### config.mk
export PLATFORM = sky130hd
export DESIGN_NAME = midpoint_ellipse_point_generator_flat
export DESIGN_NICKNAME = d
export VERILOG_FILES = /design/src/hw/rtl/mepg_pkg.sv /design/src/hw/rtl/mepg_if.sv /design/src/hw/rtl/mepg_datapath.sv /design/src/hw/rtl/mepg_sequencer.sv /design/src/hw/rtl/midpoint_ellipse_point_generator.sv /design/src/flat_wrapper.sv
export VERILOG_INCLUDE_DIRS = /design/src /design/src/hw/rtl
export SDC_FILE = /design/constraint.sdc
export NUM_CORES = 2
export LEC_CHECK = 0
export BUFFER_PORTS_ARGS = -buffer_cell sky130_fd_sc_hd__buf_2
export CORE_MARGIN = 2
export CORE_UTILIZATION = 45
export DETAILED_ROUTE_END_ITERATION = 6
export PLACE_DENSITY_LB_ADDON = 0.3
export SETUP_SLACK_MARGIN = 0.1
export SLEW_MARGIN = 20
export SYNTH_ARGS = -nofsm -noshare
export SYNTH_HDL_FRONTEND = slang
export SYNTH_SLANG_ARGS = --single-unit
### constraint.sdc
create_clock -name clk -period 10.7 [get_ports clk]
set_clock_uncertainty 0.15 [all_clocks]
set_input_delay 2.675 -clock clk [delete_from_list [all_inputs] [get_ports clk]]
set_output_delay 2.675 -clock clk [all_outputs]
set_load 0.01 [all_outputs]
### src/hw/rtl/midpoint_ellipse_point_generator_assert.svh
// Assertion macros for the ellipse generator RTL, used by the sequencer.
`ifndef MIDPOINT_ELLIPSE_POINT_GENERATOR_ASSERT_SVH
`define MIDPOINT_ELLIPSE_POINT_GENERATOR_ASSERT_SVH
`ifndef SYNTHESIS
`define MEPG_ASSERT_ALWAYS(label, clk, rst_n, expr, msg) \
    label: assert property (@(posedge clk) disable iff (!rst_n) (expr)) \
        else $error(msg);
`define MEPG_ASSERT_IMPL(label, clk, rst_n, ante, cons, msg) \
    label: assert property (@(posedge clk) disable iff (!rst_n) (ante) |=> (cons)) \
        else $error(msg);
`else
`define MEPG_ASSERT_ALWAYS(label, clk, rst_n, expr, msg)
`define MEPG_ASSERT_IMPL(label, clk, rst_n, ante, cons, msg)
`endif
`endif

### src/hw/rtl/mepg_pkg.sv
package mepg_pkg;

    localparam int RADIUS_BITS_DEF = 10;
    localparam int PT_W            = 13;
    localparam int CTR_W           = 12;
    localparam int CFG_IDX_W       = 1;
    localparam int UPC_W           = 5;

    localparam logic [CFG_IDX_W-1:0] CFG_CENTER_X = 1'b0;
    localparam logic [CFG_IDX_W-1:0] CFG_CENTER_Y = 1'b1;

    localparam logic REQ_START = 1'b0;
    localparam logic REQ_STEP  = 1'b1;

    typedef logic [UPC_W-1:0] upc_t;

    typedef enum logic [2:0] {MA_RX, MA_RY, MA_RXSQ, MA_RYSQ, MA_TX, MA_TY} ma_sel_t;
    typedef enum logic [2:0] {MB_RX, MB_RY, MB_TX, MB_TY, MB_RYSQ, MB_PROD} mb_sel_t;
    typedef enum logic [3:0] {
        DO_NONE, DO_LOAD_RXSQ, DO_LOAD_PROD, DO_ADD_RXSQ4, DO_ADD_RYSQ4,
        DO_ADD_SX4, DO_SUB_SY4, DO_ADD_PROD4, DO_SUB_PROD4
    } dec_op_t;
    typedef enum logic [1:0] {XO_HOLD, XO_ZERO, XO_INC} x_op_t;
    typedef enum logic [1:0] {YO_HOLD, YO_LOAD, YO_DEC} y_op_t;
    typedef enum logic [1:0] {SXO_HOLD, SXO_ZERO, SXO_ADD} sx_op_t;
    typedef enum logic [1:0] {SYO_HOLD, SYO_LOAD, SYO_SUB} sy_op_t;
    typedef enum logic [1:0] {R2_HOLD, R2_CLEAR, R2_SET} r2_op_t;
    typedef enum logic [2:0] {CD_NEVER, CD_ALWAYS, CD_DEC_NEG, CD_DEC_LE0, CD_NOT_LESS} cond_t;
    typedef enum logic [1:0] {EM_NONE, EM_POINT, EM_NULL} emit_t;

    typedef struct packed {
        ma_sel_t ma;
        mb_sel_t mb;
        logic    mul_en;
        dec_op_t dec_op;
        x_op_t   x_op;
        y_op_t   y_op;
        sx_op_t  sx_op;
        sy_op_t  sy_op;
        logic    rxsq_ld;
        logic    rysq_ld;
        r2_op_t  r2_op;
        cond_t   cond;
        upc_t    target;
        emit_t   emit;
    } ctrl_t;

    typedef struct packed {
        logic dec_neg;
        logic dec_zero;
        logic sx_lt_sy;
        logic y_zero;
        logic region2;
    } stat_t;

    // Microprogram addresses
    localparam upc_t U_START0 = 5'd0;
    localparam upc_t U_START1 = 5'd1;
    localparam upc_t U_START2 = 5'd2;
    localparam upc_t U_START3 = 5'd3;
    localparam upc_t U_START4 = 5'd4;
    localparam upc_t U_R1_TEST = 5'd5;
    localparam upc_t U_R1_S1  = 5'd6;
    localparam upc_t U_R1_S2  = 5'd7;
    localparam upc_t U_R1_S3  = 5'd8;
    localparam upc_t U_R1_NEG = 5'd9;
    localparam upc_t U_E0     = 5'd10;
    localparam upc_t U_E1     = 5'd11;
    localparam upc_t U_E2     = 5'd12;
    localparam upc_t U_E3     = 5'd13;
    localparam upc_t U_E4     = 5'd14;
    localparam upc_t U_E5     = 5'd15;
    localparam upc_t U_R2A    = 5'd16;
    localparam upc_t U_R2B    = 5'd17;
    localparam upc_t U_R2X    = 5'd18;
    localparam upc_t U_R2Y    = 5'd19;
    localparam upc_t U_NULL   = 5'd20;
    localparam upc_t U_LAST   = U_NULL;

    function automatic ctrl_t ctrl_idle();
        ctrl_t w;
        w.ma      = MA_RX;
        w.mb      = MB_RX;
        w.mul_en  = 1'b0;
        w.dec_op  = DO_NONE;
        w.x_op    = XO_HOLD;
        w.y_op    = YO_HOLD;
        w.sx_op   = SXO_HOLD;
        w.sy_op   = SYO_HOLD;
        w.rxsq_ld = 1'b0;
        w.rysq_ld = 1'b0;
        w.r2_op   = R2_HOLD;
        w.cond    = CD_NEVER;
        w.target  = U_START0;
        w.emit    = EM_NONE;
        return w;
    endfunction

    // Control store. Decision terms are scaled by four throughout.
    function automatic ctrl_t micro_word(upc_t upc);
        ctrl_t w;
        w = ctrl_idle();
        unique case (upc)
            U_START0:
            begin
                w.mul_en = 1'b1; w.ma = MA_RX; w.mb = MB_RX;
            end
            U_START1:
            begin
                w.rxsq_ld = 1'b1;
                w.mul_en = 1'b1; w.ma = MA_RY; w.mb = MB_RY;
                w.x_op = XO_ZERO; w.y_op = YO_LOAD; w.sx_op = SXO_ZERO;
                w.r2_op = R2_CLEAR;
            end
            U_START2:
            begin
                w.rysq_ld = 1'b1;
                w.mul_en = 1'b1; w.ma = MA_RXSQ; w.mb = MB_RY;
                w.dec_op = DO_LOAD_RXSQ;
            end
            U_START3:
            begin
                w.sy_op = SYO_LOAD; w.dec_op = DO_SUB_PROD4;
            end
            U_START4:
            begin
                w.dec_op = DO_ADD_RYSQ4; w.emit = EM_POINT;
            end
            U_R1_TEST:
            begin
                w.cond = CD_NOT_LESS; w.target = U_E0;
            end
            U_R1_S1:
            begin
                w.x_op = XO_INC; w.sx_op = SXO_ADD; w.dec_op = DO_ADD_RYSQ4;
                w.cond = CD_DEC_NEG; w.target = U_R1_NEG;
            end
            U_R1_S2:
            begin
                w.y_op = YO_DEC; w.sy_op = SYO_SUB; w.dec_op = DO_ADD_SX4;
            end
            U_R1_S3:
            begin
                w.dec_op = DO_SUB_SY4; w.emit = EM_POINT;
            end
            U_R1_NEG:
            begin
                w.dec_op = DO_ADD_SX4; w.emit = EM_POINT;
            end
            U_E0:
            begin
                w.mul_en = 1'b1; w.ma = MA_TX; w.mb = MB_TX;
            end
            U_E1:
            begin
                w.mul_en = 1'b1; w.ma = MA_RYSQ; w.mb = MB_PROD;
            end
            U_E2:
            begin
                w.dec_op = DO_LOAD_PROD;
                w.mul_en = 1'b1; w.ma = MA_TY; w.mb = MB_TY;
            end
            U_E3:
            begin
                w.mul_en = 1'b1; w.ma = MA_RXSQ; w.mb = MB_PROD;
            end
            U_E4:
            begin
                w.dec_op = DO_ADD_PROD4;
                w.mul_en = 1'b1; w.ma = MA_RXSQ; w.mb = MB_RYSQ;
            end
            U_E5:
            begin
                w.dec_op = DO_SUB_PROD4; w.r2_op = R2_SET;
                w.cond = CD_ALWAYS; w.target = U_R2A;
            end
            U_R2A:
            begin
                w.y_op = YO_DEC; w.sy_op = SYO_SUB; w.dec_op = DO_ADD_RXSQ4;
                w.cond = CD_DEC_LE0; w.target = U_R2X;
            end
            U_R2B:
            begin
                w.dec_op = DO_SUB_SY4; w.emit = EM_POINT;
            end
            U_R2X:
            begin
                w.x_op = XO_INC; w.sx_op = SXO_ADD; w.dec_op = DO_SUB_SY4;
            end
            U_R2Y:
            begin
                w.dec_op = DO_ADD_SX4; w.emit = EM_POINT;
            end
            U_NULL:
            begin
                w.emit = EM_NULL;
            end
            default:
            begin
                w.emit = EM_NULL;
            end
        endcase
        return w;
    endfunction

endpackage

### src/hw/rtl/mepg_if.sv
interface mepg_req_if #(parameter int RADIUS_BITS = mepg_pkg::RADIUS_BITS_DEF);
    logic                   valid;
    logic                   ready;
    logic                   req_type;
    logic [RADIUS_BITS-1:0] radius_x;
    logic [RADIUS_BITS-1:0] radius_y;

    modport source (output valid, req_type, radius_x, radius_y, input ready);
    modport sink   (input valid, req_type, radius_x, radius_y, output ready);
endinterface

interface mepg_pt_if;
    import mepg_pkg::*;

    logic            valid;
    logic            ready;
    logic [PT_W-1:0] point_x;
    logic [PT_W-1:0] point_y;
    logic            point_valid;
    logic            last_point;

    modport source (output valid, point_x, point_y, point_valid, last_point, input ready);
    modport sink   (input valid, point_x, point_y, point_valid, last_point, output ready);
endinterface

### src/hw/rtl/mepg_datapath.sv
module mepg_datapath #(
    parameter int RADIUS_BITS = mepg_pkg::RADIUS_BITS_DEF
) (
    input  logic                   clk,
    input  logic                   rst_n,
    input  logic                   load_radii,
    input  logic [RADIUS_BITS-1:0] radius_x,
    input  logic [RADIUS_BITS-1:0] radius_y,
    input  mepg_pkg::ctrl_t        ctrl,
    output mepg_pkg::stat_t        stat,
    output logic [RADIUS_BITS:0]   cur_x,
    output logic [RADIUS_BITS-1:0] cur_y
);
    import mepg_pkg::*;

    localparam int X_W   = RADIUS_BITS + 1;
    localparam int Y_W   = RADIUS_BITS;
    localparam int SQ_W  = 2 * RADIUS_BITS;
    localparam int SL_W  = 3 * RADIUS_BITS + 4;
    // terms wrap at DEC_W bits (at most 64), as two's complement
    localparam int DEC_W = (4 * RADIUS_BITS + 4 > 64) ? 64 : 4 * RADIUS_BITS + 4;
    localparam int MA_W  = 2 * RADIUS_BITS;
    localparam int MB_W  = 2 * RADIUS_BITS + 4;
    localparam int MP_W  = MA_W + MB_W;

    logic [Y_W-1:0]   rad_x_reg, rad_x_next, rad_y_reg, rad_y_next;
    logic [X_W-1:0]   x_reg, x_next;
    logic [Y_W-1:0]   y_reg, y_next;
    logic [SQ_W-1:0]  rxsq_reg, rxsq_next, rysq_reg, rysq_next;
    logic [SL_W-1:0]  sx_reg, sx_next, sy_reg, sy_next;
    logic [DEC_W-1:0] dec_reg, dec_next;
    logic [DEC_W-1:0] prod_reg, prod_next;
    logic             r2_reg, r2_next;

    logic [X_W:0]     tx;
    logic [Y_W-1:0]   ty;
    logic [MA_W-1:0]  mul_a;
    logic [MB_W-1:0]  mul_b;
    logic [MP_W-1:0]  prod_full;
    logic [DEC_W-1:0] dec_opnd, dec_base;
    logic             dec_sub, dec_load, dec_en;

    assign tx = {x_reg, 1'b1};
    assign ty = y_reg - Y_W'(1);

    always_comb
    begin
        unique case (ctrl.ma)
            MA_RX:   mul_a = MA_W'(rad_x_reg);
            MA_RY:   mul_a = MA_W'(rad_y_reg);
            MA_RXSQ: mul_a = rxsq_reg;
            MA_RYSQ: mul_a = rysq_reg;
            MA_TX:   mul_a = MA_W'(tx);
            MA_TY:   mul_a = MA_W'(ty);
            default: mul_a = '0;
        endcase
        unique case (ctrl.mb)
            MB_RX:   mul_b = MB_W'(rad_x_reg);
            MB_RY:   mul_b = MB_W'(rad_y_reg);
            MB_TX:   mul_b = MB_W'(tx);
            MB_TY:   mul_b = MB_W'(ty);
            MB_RYSQ: mul_b = MB_W'(rysq_reg);
            MB_PROD: mul_b = prod_reg[MB_W-1:0];
            default: mul_b = '0;
        endcase
    end

    assign prod_full = MP_W'(mul_a) * MP_W'(mul_b);
    assign prod_next = ctrl.mul_en ? prod_full[DEC_W-1:0] : prod_reg;

    always_comb
    begin
        dec_opnd = '0;
        dec_sub  = 1'b0;
        dec_load = 1'b0;
        dec_en   = 1'b1;
        unique case (ctrl.dec_op)
            DO_NONE:      dec_en = 1'b0;
            DO_LOAD_RXSQ:
            begin
                dec_load = 1'b1;
                dec_opnd = DEC_W'(rxsq_reg);
            end
            DO_LOAD_PROD:
            begin
                dec_load = 1'b1;
                dec_opnd = prod_reg;
            end
            DO_ADD_RXSQ4: dec_opnd = DEC_W'({rxsq_reg, 2'b00});
            DO_ADD_RYSQ4: dec_opnd = DEC_W'({rysq_reg, 2'b00});
            DO_ADD_SX4:   dec_opnd = DEC_W'({sx_reg, 2'b00});
            DO_SUB_SY4:
            begin
                dec_sub  = 1'b1;
                dec_opnd = DEC_W'({sy_reg, 2'b00});
            end
            DO_ADD_PROD4: dec_opnd = DEC_W'({prod_reg, 2'b00});
            DO_SUB_PROD4:
            begin
                dec_sub  = 1'b1;
                dec_opnd = DEC_W'({prod_reg, 2'b00});
            end
            default:      dec_en = 1'b0;
        endcase
    end

    assign dec_base = dec_load ? '0 : dec_reg;
    assign dec_next = !dec_en ? dec_reg
                    : (dec_sub ? dec_base - dec_opnd : dec_base + dec_opnd);

    always_comb
    begin
        unique case (ctrl.x_op)
            XO_ZERO: x_next = '0;
            XO_INC:  x_next = x_reg + X_W'(1);
            default: x_next = x_reg;
        endcase
        unique case (ctrl.y_op)
            YO_LOAD: y_next = rad_y_reg;
            YO_DEC:  y_next = y_reg - Y_W'(1);
            default: y_next = y_reg;
        endcase
        unique case (ctrl.sx_op)
            SXO_ZERO: sx_next = '0;
            SXO_ADD:  sx_next = sx_reg + SL_W'({rysq_reg, 1'b0});
            default:  sx_next = sx_reg;
        endcase
        unique case (ctrl.sy_op)
            SYO_LOAD: sy_next = SL_W'({prod_reg, 1'b0});
            SYO_SUB:  sy_next = sy_reg - SL_W'({rxsq_reg, 1'b0});
            default:  sy_next = sy_reg;
        endcase
        unique case (ctrl.r2_op)
            R2_CLEAR: r2_next = 1'b0;
            R2_SET:   r2_next = 1'b1;
            default:  r2_next = r2_reg;
        endcase
    end

    assign rxsq_next  = ctrl.rxsq_ld ? prod_reg[SQ_W-1:0] : rxsq_reg;
    assign rysq_next  = ctrl.rysq_ld ? prod_reg[SQ_W-1:0] : rysq_reg;
    assign rad_x_next = load_radii ? radius_x : rad_x_reg;
    assign rad_y_next = load_radii ? radius_y : rad_y_reg;

    always_ff @(posedge clk or negedge rst_n)
    begin
        if (!rst_n)
        begin
            r2_reg <= 1'b0;
        end
        else
        begin
            r2_reg <= r2_next;
        end
    end

    always_ff @(posedge clk)
    begin
        rad_x_reg <= rad_x_next;
        rad_y_reg <= rad_y_next;
        x_reg     <= x_next;
        y_reg     <= y_next;
        rxsq_reg  <= rxsq_next;
        rysq_reg  <= rysq_next;
        sx_reg    <= sx_next;
        sy_reg    <= sy_next;
        dec_reg   <= dec_next;
        prod_reg  <= prod_next;
    end

    assign stat.dec_neg  = dec_reg[DEC_W-1];
    assign stat.dec_zero = (dec_reg == '0);
    assign stat.sx_lt_sy = (sx_reg < sy_reg);
    assign stat.y_zero   = (y_reg == '0);
    assign stat.region2  = r2_reg;

    assign cur_x = x_reg;
    assign cur_y = y_reg;

endmodule

### src/hw/rtl/mepg_sequencer.sv
`include "midpoint_ellipse_point_generator_assert.svh"

module mepg_sequencer (
    input  logic            clk,
    input  logic            rst_n,
    input  logic            req_valid,
    output logic            req_ready,
    input  logic            req_type,
    input  mepg_pkg::stat_t stat,
    input  logic            out_free,
    output mepg_pkg::ctrl_t ctrl,
    output logic            load_radii
);
    import mepg_pkg::*;

    logic  busy_reg, busy_next;
    logic  active_reg, active_next;
    upc_t  upc_reg, upc_next;
    ctrl_t word;
    upc_t  entry;
    logic  accept, stall, step, cond_true;

    assign word      = micro_word(upc_reg);
    // an emitting word waits for room in the output register
    assign stall     = (word.emit != EM_NONE) && !out_free;
    assign step      = busy_reg && !stall;
    assign ctrl      = step ? word : ctrl_idle();
    assign req_ready = !busy_reg;
    assign accept    = req_valid && !busy_reg;
    assign load_radii = accept && (req_type == REQ_START);

    always_comb
    begin
        unique case (word.cond)
            CD_NEVER:    cond_true = 1'b0;
            CD_ALWAYS:   cond_true = 1'b1;
            CD_DEC_NEG:  cond_true = stat.dec_neg;
            CD_DEC_LE0:  cond_true = stat.dec_neg || stat.dec_zero;
            CD_NOT_LESS: cond_true = !stat.sx_lt_sy;
            default:     cond_true = 1'b0;
        endcase
    end

    always_comb
    begin
        priority if (req_type == REQ_START)
            entry = U_START0;
        else if (active_reg)
            entry = stat.region2 ? U_R2A : U_R1_TEST;
        else
            entry = U_NULL;
    end

    always_comb
    begin
        busy_next   = busy_reg;
        upc_next    = upc_reg;
        active_next = active_reg;
        if (accept)
        begin
            busy_next = 1'b1;
            upc_next  = entry;
        end
        else if (step)
        begin
            if (word.emit != EM_NONE)
            begin
                busy_next = 1'b0;
                if (word.emit == EM_POINT)
                    active_next = !stat.y_zero;
            end
            else if (cond_true)
                upc_next = word.target;
            else
                upc_next = upc_reg + UPC_W'(1);
        end
    end

    always_ff @(posedge clk or negedge rst_n)
    begin
        if (!rst_n)
        begin
            busy_reg   <= 1'b0;
            active_reg <= 1'b0;
            upc_reg    <= U_START0;
        end
        else
        begin
            busy_reg   <= busy_next;
            active_reg <= active_next;
            upc_reg    <= upc_next;
        end
    end

    `MEPG_ASSERT_IMPL(a_accept_busy, clk, rst_n, req_valid && req_ready, busy_reg, "accepted transaction did not start the sequencer")
    `MEPG_ASSERT_IMPL(a_stall_hold, clk, rst_n, busy_reg && stall, busy_reg && $stable(upc_reg), "stalled microword moved on")
    `MEPG_ASSERT_ALWAYS(a_upc_range, clk, rst_n, !busy_reg || upc_reg <= U_LAST, "microprogram counter outside control store")
    `MEPG_ASSERT_IMPL(a_active_last, clk, rst_n, step && word.emit == EM_POINT, active_reg == !$past(stat.y_zero), "active flag disagrees with last point")

endmodule

### src/hw/rtl/midpoint_ellipse_point_generator.sv
// Midpoint ellipse point generator, first quadrant.
// req (valid/ready): req_type 0 starts an ellipse with radius_x/radius_y and
// returns the top point (0, ry); req_type 1 returns the next point of the arc.
// pt (valid/ready): one transaction per request. point_valid is 0 for a step
// while no ellipse is running; last_point marks the point with y = 0.
// cfg_we/cfg_index/cfg_data write center_x (0) and center_y (1), added to
// every point modulo 2^13. Write them only while the block is idle.
// A microcoded sequencer drives one registered multiplier and one decision
// adder, one control word per cycle unless an emitting word waits for the
// output register. The step that crosses into region two also recomputes
// the decision term; a step while idle only emits a null point.
// req.ready is low from acceptance until the result is loaded; the next
// request is then accepted while the result still waits on pt.
// If pt stalls with a result pending, the next request runs up to its
// emitting control word and holds there until the output register frees.
// Reset clears the centre offsets, the sequencer and the output valid flag;
// the block comes up idle with no ellipse running.
module midpoint_ellipse_point_generator #(
    parameter int RADIUS_BITS = mepg_pkg::RADIUS_BITS_DEF
) (
    input  logic                           clk,
    input  logic                           rst_n,
    mepg_req_if.sink                       req,
    mepg_pt_if.source                      pt,
    input  logic                           cfg_we,
    input  logic [mepg_pkg::CFG_IDX_W-1:0] cfg_index,
    input  logic [mepg_pkg::CTR_W-1:0]     cfg_data
);
    import mepg_pkg::*;

    localparam int XS_W = ((RADIUS_BITS + 1 > CTR_W) ? RADIUS_BITS + 1 : CTR_W) + 1;
    localparam int YS_W = ((RADIUS_BITS > CTR_W) ? RADIUS_BITS : CTR_W) + 1;

    logic [CTR_W-1:0] cx_reg, cx_next, cy_reg, cy_next;
    logic             out_valid_reg, out_valid_next;
    logic [PT_W-1:0]  px_reg, px_next, py_reg, py_next;
    logic             pv_reg, pv_next, last_reg, last_next;

    ctrl_t                  ctrl;
    stat_t                  stat;
    logic                   load_radii;
    logic                   out_free;
    logic [RADIUS_BITS:0]   cur_x;
    logic [RADIUS_BITS-1:0] cur_y;
    logic [XS_W-1:0]        sum_x;
    logic [YS_W-1:0]        sum_y;

    mepg_sequencer u_seq (
        .clk        (clk),
        .rst_n      (rst_n),
        .req_valid  (req.valid),
        .req_ready  (req.ready),
        .req_type   (req.req_type),
        .stat       (stat),
        .out_free   (out_free),
        .ctrl       (ctrl),
        .load_radii (load_radii)
    );

    mepg_datapath #(
        .RADIUS_BITS (RADIUS_BITS)
    ) u_dp (
        .clk        (clk),
        .rst_n      (rst_n),
        .load_radii (load_radii),
        .radius_x   (RADIUS_BITS'(req.radius_x)),
        .radius_y   (RADIUS_BITS'(req.radius_y)),
        .ctrl       (ctrl),
        .stat       (stat),
        .cur_x      (cur_x),
        .cur_y      (cur_y)
    );

    always_comb
    begin
        cx_next = cx_reg;
        cy_next = cy_reg;
        if (cfg_we)
        begin
            unique case (cfg_index)
                CFG_CENTER_X: cx_next = cfg_data;
                CFG_CENTER_Y: cy_next = cfg_data;
            endcase
        end
    end

    assign out_free = !out_valid_reg || pt.ready;
    assign sum_x    = XS_W'(cur_x) + XS_W'(cx_reg);
    assign sum_y    = YS_W'(cur_y) + YS_W'(cy_reg);

    always_comb
    begin
        out_valid_next = out_valid_reg;
        px_next        = px_reg;
        py_next        = py_reg;
        pv_next        = pv_reg;
        last_next      = last_reg;
        unique case (ctrl.emit)
            EM_POINT:
            begin
                out_valid_next = 1'b1;
                px_next        = sum_x[PT_W-1:0];
                py_next        = sum_y[PT_W-1:0];
                pv_next        = 1'b1;
                last_next      = stat.y_zero;
            end
            EM_NULL:
            begin
                out_valid_next = 1'b1;
                px_next        = '0;
                py_next        = '0;
                pv_next        = 1'b0;
                last_next      = 1'b0;
            end
            default:
            begin
                if (pt.ready)
                    out_valid_next = 1'b0;
            end
        endcase
    end

    always_ff @(posedge clk or negedge rst_n)
    begin
        if (!rst_n)
        begin
            cx_reg        <= '0;
            cy_reg        <= '0;
            out_valid_reg <= 1'b0;
        end
        else
        begin
            cx_reg        <= cx_next;
            cy_reg        <= cy_next;
            out_valid_reg <= out_valid_next;
        end
    end

    always_ff @(posedge clk)
    begin
        px_reg   <= px_next;
        py_reg   <= py_next;
        pv_reg   <= pv_next;
        last_reg <= last_next;
    end

    assign pt.valid       = out_valid_reg;
    assign pt.point_x     = px_reg;
    assign pt.point_y     = py_reg;
    assign pt.point_valid = pv_reg;
    assign pt.last_point  = last_reg;

endmodule

### src/flat_wrapper.sv
// flat-port wrapper written by rule: the top's interface ports become plain ports
module midpoint_ellipse_point_generator_flat import mepg_pkg::*;
#(
    parameter int RADIUS_BITS = mepg_pkg::RADIUS_BITS_DEF
)
  (clk, rst_n, cfg_we, cfg_index, cfg_data, req_valid, req_req_type, req_radius_x, req_radius_y, req_ready, pt_valid, pt_point_x, pt_point_y, pt_point_valid, pt_last_point, pt_ready);
  mepg_req_if #(.RADIUS_BITS(RADIUS_BITS)) req_i ();
  mepg_pt_if pt_i ();
  input  logic clk;
  input  logic rst_n;
  input  logic cfg_we;
  input  logic [mepg_pkg::CFG_IDX_W-1:0] cfg_index;
  input  logic [mepg_pkg::CTR_W-1:0] cfg_data;
  input wire logic [$bits(req_i.valid)-1:0] req_valid;
  input wire logic [$bits(req_i.req_type)-1:0] req_req_type;
  input wire logic [$bits(req_i.radius_x)-1:0] req_radius_x;
  input wire logic [$bits(req_i.radius_y)-1:0] req_radius_y;
  output wire logic [$bits(req_i.ready)-1:0] req_ready;
  output wire logic [$bits(pt_i.valid)-1:0] pt_valid;
  output wire logic [$bits(pt_i.point_x)-1:0] pt_point_x;
  output wire logic [$bits(pt_i.point_y)-1:0] pt_point_y;
  output wire logic [$bits(pt_i.point_valid)-1:0] pt_point_valid;
  output wire logic [$bits(pt_i.last_point)-1:0] pt_last_point;
  input wire logic [$bits(pt_i.ready)-1:0] pt_ready;
  assign req_i.valid = req_valid;
  assign req_i.req_type = req_req_type;
  assign req_i.radius_x = req_radius_x;
  assign req_i.radius_y = req_radius_y;
  assign req_ready = req_i.ready;
  assign pt_valid = pt_i.valid;
  assign pt_point_x = pt_i.point_x;
  assign pt_point_y = pt_i.point_y;
  assign pt_point_valid = pt_i.point_valid;
  assign pt_last_point = pt_i.last_point;
  assign pt_i.ready = pt_ready;
  midpoint_ellipse_point_generator #(.RADIUS_BITS(RADIUS_BITS)) u_core (.clk(clk), .rst_n(rst_n), .req(req_i), .pt(pt_i), .cfg_we(cfg_we), .cfg_index(cfg_index), .cfg_data(cfg_data));
endmodule
==> summary.txt <==
Final layout
  • Finished Layout Cells: about 5,400
  • Ant. Diodes: 0
  • Most common cell after layout, fill and taps aside: inv_1
  • Layout cells sized above 1: 15.9%
  • Fill count: 7,286
  • Synth-to-layout area growth: 16.2%
  • Final nets: 5,039
  • Register area: 8720 sq um
  • Multi-input gate area: 25,600 sq um
  • Commonest cells after routing, fill and taps aside: 566 x inv_1, 434 x nand2_1, 392 x fa_1

Floorplan
  • Core area: 80,500 sq um
  • # rows: ~100
  • I/O pin total: 69
  • Starting Density: 45.4%
  • Die extent in x: roughly 290 microns
  • Die ar.: 83,600 sq um
  • Die span in y: 289 microns

Clocking
  • Hold_buf cts: 0
  • Num Clock Sinks: 296
  • Clock tree buffer depth: 3
  • Reg clk slew, reported paths: 0.06 ns
  • Clk_lat worst skew: around 0.58 ns
  • CTS tree: yes
  • H-tree depth: 2
  • CTS Root Buffer Type: clkbuf_16
  • Num CTS Buffers: 36

Placement
  • DP Wirelength: 91.6 mm
  • Cells after DPL: 5,274
  • GP Congestion: ~0.98
  • I/O Buffers: between 60 and 70

Yosys
  • Cells after synthesis: 3,947
  • Mapped Nets: approximately 4,700
  • Async set-reset flop share out of synthesis: 11.1%
  • Post-synth top flop: edfxtp_1
  • Top cell type by total area after synthesis: fa_1
  • Largest cells by area after synthesis: fa_1 22%, edfxtp_1 22%, ha_1 10%, inv_1 5.9%, nand2_1 4.5%
  • Synth top area share: 21.7%
  • Yosys cell types: 97
  • Number of synthesized register bits: 296
  • Sequential cell area fraction in the yosys report: 23.8%
  • EDFF count, synth: 263
  • Mapped Avg Cell Area: a little over 9 sq um
  • Yosys warns: 0
  • Synthesized area: 36,600 sq um

Route
  • Avg WL per Cell: ~21 microns
  • DRT Pass-1 Iters: 7
  • Via density: 5.70
  • Initial DRC count: 3,117
  • Via Count: around 31,000
  • Routed WL: 113 mm
  • Post-route DRC violation count: 1
  • Final ANT Viol Nets: 0

Setup path
  • Critical path class: in2reg
  • WP buf/inv: 9
  • CP max-delay cell: fa_1
  • Top Family by Delay on Critical Path: adder cells
  • Critical path arrival: around 12 ns
  • CP Capture Type: register
  • Largest stage delay on the critical path: 0.56 ns
  • Worst EP required: 10.85 ns
  • Top cell by count, worst path: fa_1
  • Critical path launch point type: input port
  • Worst-path maximum fanout: 5

Global route
  • Number of global-route vias before repair: 30,600
  • GRT overflow: 0
  • Largest net degree at the start of global routing: 50
  • First-pass GRT wire length: around 180 mm
  • Total Routing Usage GR: around 27%
  • Initial antenna violation count: 0

STA
  • Hold violation total from the final report: 0
  • Max-slew violation count: 0
  • Fin crit period: 11.36 ns
  • Worst setup margin: -0.663 ns
  • Final setup fails: 13
  • Actual transition at the worst max-transition pin: 1.11 ns
  • RSZ-0062 raised after global routing: true
  • Fmax: 88.0 MHz
  • Rel. slew slack: 26.3%
  • Tcrit/Tclk final: 106%

Worst hold path
  • HP Class: reg2reg

Status
  • Outcome: finished, violations left
  • Violated checks: design-rule violations, negative setup slack

Run
  • Maxcap violations: 0
## worst reg2reg max path, delay by kind of cell, from the launching register on
| family | cells | cell delay [ns] |
|---|---|---|
| buf+inv | 10 | 1.25 |
| fa+ha+maj | 9 | 3.96 |
| compound gates | 16 | 3.57 |
| flops | 1 | 0.41 |
| simple gates | 7 | 0.87 |
| xor+xnor | 1 | 0.08 |
## per-stage QoR
step	setup WS [ns]	instance area [sq um]	hold slack [ns]	setup TNS [ns]	util, %
CTS	-0.605	42200	0.362	-2.30	52.4
global placement	-1.38	40500	0.341	-17.47	50.3
finish	-0.663	42500	0.362	-3.33	52.8
floorplan	-1.95	36700	0.334	-23.47	-
global route	-1.01	42500	0.364	-7.91	52.8
detailed placement	-1.60	40500	0.349	-21.23	50.3
## synth_stat cells (13+ instances only)
| library cell | count |
|---|---|
| dfrtp_1 | 33 |
| o21ai_0 | 104 |
| nor2b_1 | 31 |
| o211a_1 | 13 |
| mux2_2 | 47 |
| a22o_1 | 31 |
| and2_1 | 113 |
| xor2_1 | 68 |
| inv_1 | 572 |
| nand4_1 | 36 |
| o21a_1 | 22 |
| o211ai_1 | 29 |
| a221oi_1 | 14 |
| o21bai_1 | 22 |
| nand2_1 | 442 |
| a31oi_1 | 31 |
| a21o_1 | 97 |
| edfxtp_1 | 263 |
| nor4_1 | 24 |
| ha_1 | 303 |
| a22oi_1 | 44 |
| and3_1 | 37 |
| nand2b_1 | 38 |
| mux2i_1 | 21 |
| xnor2_1 | 137 |
| nand3_1 | 62 |
| nor2_1 | 331 |
| a21oi_1 | 174 |
| nor3_1 | 50 |
| clkbuf_1 | 110 |
| fa_1 | 397 |
## repair_timing
action,in CTS,in global routing
gates cloned,4,0
buffers inserted,28,17
setup endpoints to repair,19,22
resized for setup,78,39
endpoints found under the hold margin,0,0
pin swaps,35,14
## path summary, 6_finish.rpt
check,cells after the start,to,start,slack (ns)
setup / recovery,41,u_core.u_dp.prod_reg[43],pt_ready,-0.66
hold / removal,1,u_core.cx_reg[7],u_core.cx_reg[7],0.36
setup reg to reg,43,u_core.u_dp.prod_reg[43],u_core.u_seq.upc_reg[0],0.14
hold reg to reg,1,u_core.cx_reg[7],u_core.cx_reg[7],0.36
max in group asynchronous,1,u_core.cy_reg[1],rst_n,7.84
min in group asynchronous,1,u_core.cy_reg[8],rst_n,2.05
## logic make-up (layout without fill, tap and decap cells)
group                    after synthesis  after routing  synth area share (%)
multiplexers                          68             68                  2.02
adder cells (fa/ha/maj)              700            700                  32.1
flip-flops                           296            296                  23.8
buffers and inverters                723           1101                  7.74
XOR/XNOR                             206            206                  4.97
AND/OR/NAND/NOR                     1241           1241                  16.0
AO/OA/AOI/OAI                        713            713                  13.4
## cell type report
class | count | area share (%)
Sequential cell | 296 | 20.5
Tap cell | 1060 | 3.12
Clock buffer | 46 | 2.23
Inverter | 572 | 5.06
Clock inverter | 17 | 0.382
Timing Repair Buffer | 466 | 8.59
Multi-Input combinational cell | 2928 | 60.1
## routing by layer
layer / vias to the layer above / global-route usage, % / wire (microns)
li1: 14000 / - / -
met1: 15000 / 40.0 / 49200
met2: 1392 / 41.8 / 49000
met3: 208 / 4.84 / 11500
met4: 0 / 7.71 / 3430
met5: - / 0 / 0
Power is left out: the tool's default activity adds up to more than one toggle a clock period on the data nets, which glitch-free logic cannot reach.
